`src/hdl/tlbpt_ram.sv`:
```
// ----------------------------------------------------------------------------
// tlbpt_ram
// Generic single-write, single-read RAM with registered read data.
// ----------------------------------------------------------------------------
module tlbpt_ram #(
    parameter int WIDTH = 8,
    parameter int DEPTH = 256
) (
    input  logic                     aclk,
    input  logic                     wr_en,
    input  logic [$clog2(DEPTH)-1:0] wr_addr,
    input  logic [WIDTH-1:0]         wr_data,
    input  logic [$clog2(DEPTH)-1:0] rd_addr,
    output logic [WIDTH-1:0]         rd_data
);

    logic [WIDTH-1:0] mem [DEPTH];
    logic [WIDTH-1:0] rd_data_reg;

    // write port and registered read
    always_ff @(posedge aclk) begin
        if (wr_en) begin
            mem[wr_addr] <= wr_data;
        end
        rd_data_reg <= mem[rd_addr];
    end

    assign rd_data = rd_data_reg;

endmodule

```
`config.mk`:
```
export PLATFORM = sky130hd
export DESIGN_NAME = tlbpt_ram
export DESIGN_NICKNAME = d
export VERILOG_FILES = /design/src/hdl/tlbpt_ram.sv
export SDC_FILE = /design/constraint.sdc
export NUM_CORES = 2
export LEC_CHECK = 0
export BUFFER_PORTS_ARGS = -buffer_cell sky130_fd_sc_hd__buf_2
export CORE_ASPECT_RATIO = 1.5
export CORE_MARGIN = 2
export CORE_UTILIZATION = 35
export CTS_CLUSTER_DIAMETER = 80
export DETAILED_ROUTE_END_ITERATION = 12
export PLACE_DENSITY_LB_ADDON = 0.2
export SLEW_MARGIN = 20
export SYNTH_ARGS = -nofsm -noshare
export SYNTH_HDL_FRONTEND = slang
export SYNTH_SLANG_ARGS = --single-unit
```
`constraint.sdc`:
```
create_clock -name aclk -period 2.25 [get_ports aclk]
set_input_delay 0.1125 -clock aclk [delete_from_list [all_inputs] [get_ports aclk]]
set_output_delay 0.1125 -clock aclk [all_outputs]
set_load 0.02 [all_outputs]
```
==> key figures <==
Die
  – Initial Utilization: 35.16%
  – FP Rows: 214
  – Die height: 587.9 um
  – I/O pins: 34
  – Die Width: 393.3 um
  – Core ar.: 0.2263 sq mm
  – Total die area: 0.2312 sq mm

Logic synthesis
  – Register area share after synthesis: 77.50%
  – Adder-Cell Fraction of Synth Area: 0%
  – Net Count, Synth: 3,759
  – EDFF count, synth: 2,048
  – Post-synth ARST share: 0%
  – Xor/xnor share of the synthesized area: 0%
  – Cell area after synthesis: 0.07956 sq mm
  – Avg Cell Area, Syn: 21.31 sq um
  – Simple-Gate Fraction of Synth Area: 2.628%
  – Synthesized instance count: 3,733
  – Largest family of logic cells by synthesized area: multiplexers
  – Predominant post-synthesis flop cell: edfxtp_1
  – FF+latch count, synth: 2,056
  – YS warnings: 0
  – Post-synthesis mux area share: 14.62%
  – Compound-Gate Fraction of Synth Area: 3.419%
  – Library cells used by synthesis: 55

Placement
  – Placed cell count: 7,344
  – RD Place Congestion: 0.8300
  – Final HPWL DP: 150,900 um
  – Area after DPL: 0.08912 sq mm
  – Port Buf Inserts: 33
  – Dpl ws: -1.299 ns

STA
  – Crit share post-route: 102.4%
  – Worst Setup Slack, final: -0.05398 ns
  – Setup Viol. Count Final: 2
  – Hold WS: 0.05897 ns
  – Fin. max-slew vios: 0
  – RSZ-0062 raised after global routing: true
  – Fmax: 0.4340 GHz
  – Final Hold Fails: 0
  – Post-route clock skew: 0.03386 ns
  – Setup_tns: -0.07804 ns
  – Max-slew headroom: 39.99%
  – Least-Margin Pin Slew: 0.8876 ns
  – Final min period: 2.304 ns

Power and ir drop
  – Pwr Density: 827.8 mW/mm^2
  – Power Total: 79.20 mW
  – LEAKAGE: 30.79 nW
  – Worst VDD drop: 531.8 uV

Drt
  – WL/cell: 29.10 um
  – Vias/cell: 5.227
  – Post-DRT Antenna Nets: 0
  – Total wire length: 223,800 um
  – TritonRoute pass-1 iters: 7
  – DR iter-0 viols: 3,539
  – # DRC: 0
  – Via Count: 40,193

Clock network
  – Clock Sinks: 2,056
  – Post-CTS setup buffers: 0
  – H-tree Lvls: 4
  – CTS max path bufs: 4
  – CTS tree: done
  – Clock-pin slew on the worst setup and hold paths: 0.06 ns
  – CTS Buf Count: 194
  – Later-pin clock latency in the skew report: 0.84 ns
  – CTS root buf: clkbuf_16

Global route
  – Remaining Overflow, GRT: 0
  – GRT Overall Usage: 19.35%
  – Largest net degree at the start of global routing: 104
  – Initial antenna violation count: 11
  – Number of global-route vias before repair: 42,157
  – First-pass GRT wire length: 317,900 um

Layout
  – Layout cells sized above 1: 34.63%
  – Most frequent cells in the layout: 2,048 x edfxtp_1, 707 x buf_4, 455 x mux4_2
  – Post-Layout Cell Count: 7,690
  – Util after Layout: 42.29%
  – Final nets: 4,550
  – Number of flip-flops in the largest register: 2,048
  – Most common cell after layout, fill and taps aside: edfxtp_1
  – Finished Cell Area: 0.09567 sq mm
  – Synth-to-layout area growth: 20.26%

Setup path
  – Critical Path AT: 3.04 ns
  – Crit. End Element: flop
  – Crit path required time: 2.98 ns
  – CP max FO: 1
  – Startpoint types: flop
  – Critical path class: flop to flop

Flow run
  – Max_cap viols: 0

Worst hold path
  – Hold Path Class: input port to flop

Status
  – Failing checks: negative setup slack
  – Status: finished with violations
## final cells by class
class,instances,area [sq um]
fillers,19899,130600
flip-flops and latches,2056,61660
multi-input cells,1442,16970
repair buffers,828,7208
clock buffers,230,5084
well taps,3024,3784
clock inverters,105,950.9
inverters,2,7.507
diodes,3,7.507
## final timing paths
path / startpoint / to / slack [ns] / cells past startpoint
setup / recovery: mem[67][4] / rd_data[4] / -0.05 / 6
hold / removal: wr_addr[7] / mem[99][7] / 0.06 / 4
setup reg to reg: mem[67][4] / rd_data[4] / -0.05 / 6
hold reg to reg: mem[32][5] / rd_data[5] / 1.04 / 7
## critical path: stages, from the launching register on
cell and delay [ns]:
edfxtp_1 0.35, mux4_2 0.52, mux4_2 0.53, nor2b_4 0.16
nor4_4 0.42, buf_4 0.18, nor4_2 0.04
## power by group
group	switching, mW	internal, mW
sequential	0.0852	42.2
clock	14.1	18.0
combinational	2.88	1.95
total	17.1	62.1
## cell usage after synthesis, types with 24 or more instances
cell type	count	area share [%]
nor2_1	282	1.3
edfxtp_1	2048	77
nor2b_1	31	0.24
mux2i_1	134	1.7
buf_4	27	0.25
nand2_1	33	0.16
nand3_1	34	0.21
mux4_2	454	13
a21oi_1	96	0.60
a22oi_1	133	1.3
o221ai_1	46	0.51
nor4_1	24	0.19
o22ai_1	28	0.22
buf_2	31	0.20
clkbuf_1	111	0.52
## repair_timing
item / in CTS / in global routing
hold buffers: 13 / 0
resized for setup: 48 / 24
setup endpoints to repair: 8 / 8
endpoints found under the hold margin: 1399 / 0
pin swaps: 20 / 20
## kinds of logic (layout without fill, tap and decap cells)
group           after synthesis  in the layout
flops                      2056           2056
buf+inv                     235           1165
compound gates              385            385
other cells                   0              3
mux                         591            591
simple gates                466            466
## per-layer routing
layer  part of all wire (%)  vias up  GRT usage (%)
met1                     39    21748          23.60
met2                     54      909          35.50
met5                 0.0058        -              0
li1                       -    17233              -
met4                    3.0        2          5.642
met3                    4.2      301          2.432
Power figures use the tool's default switching activity.
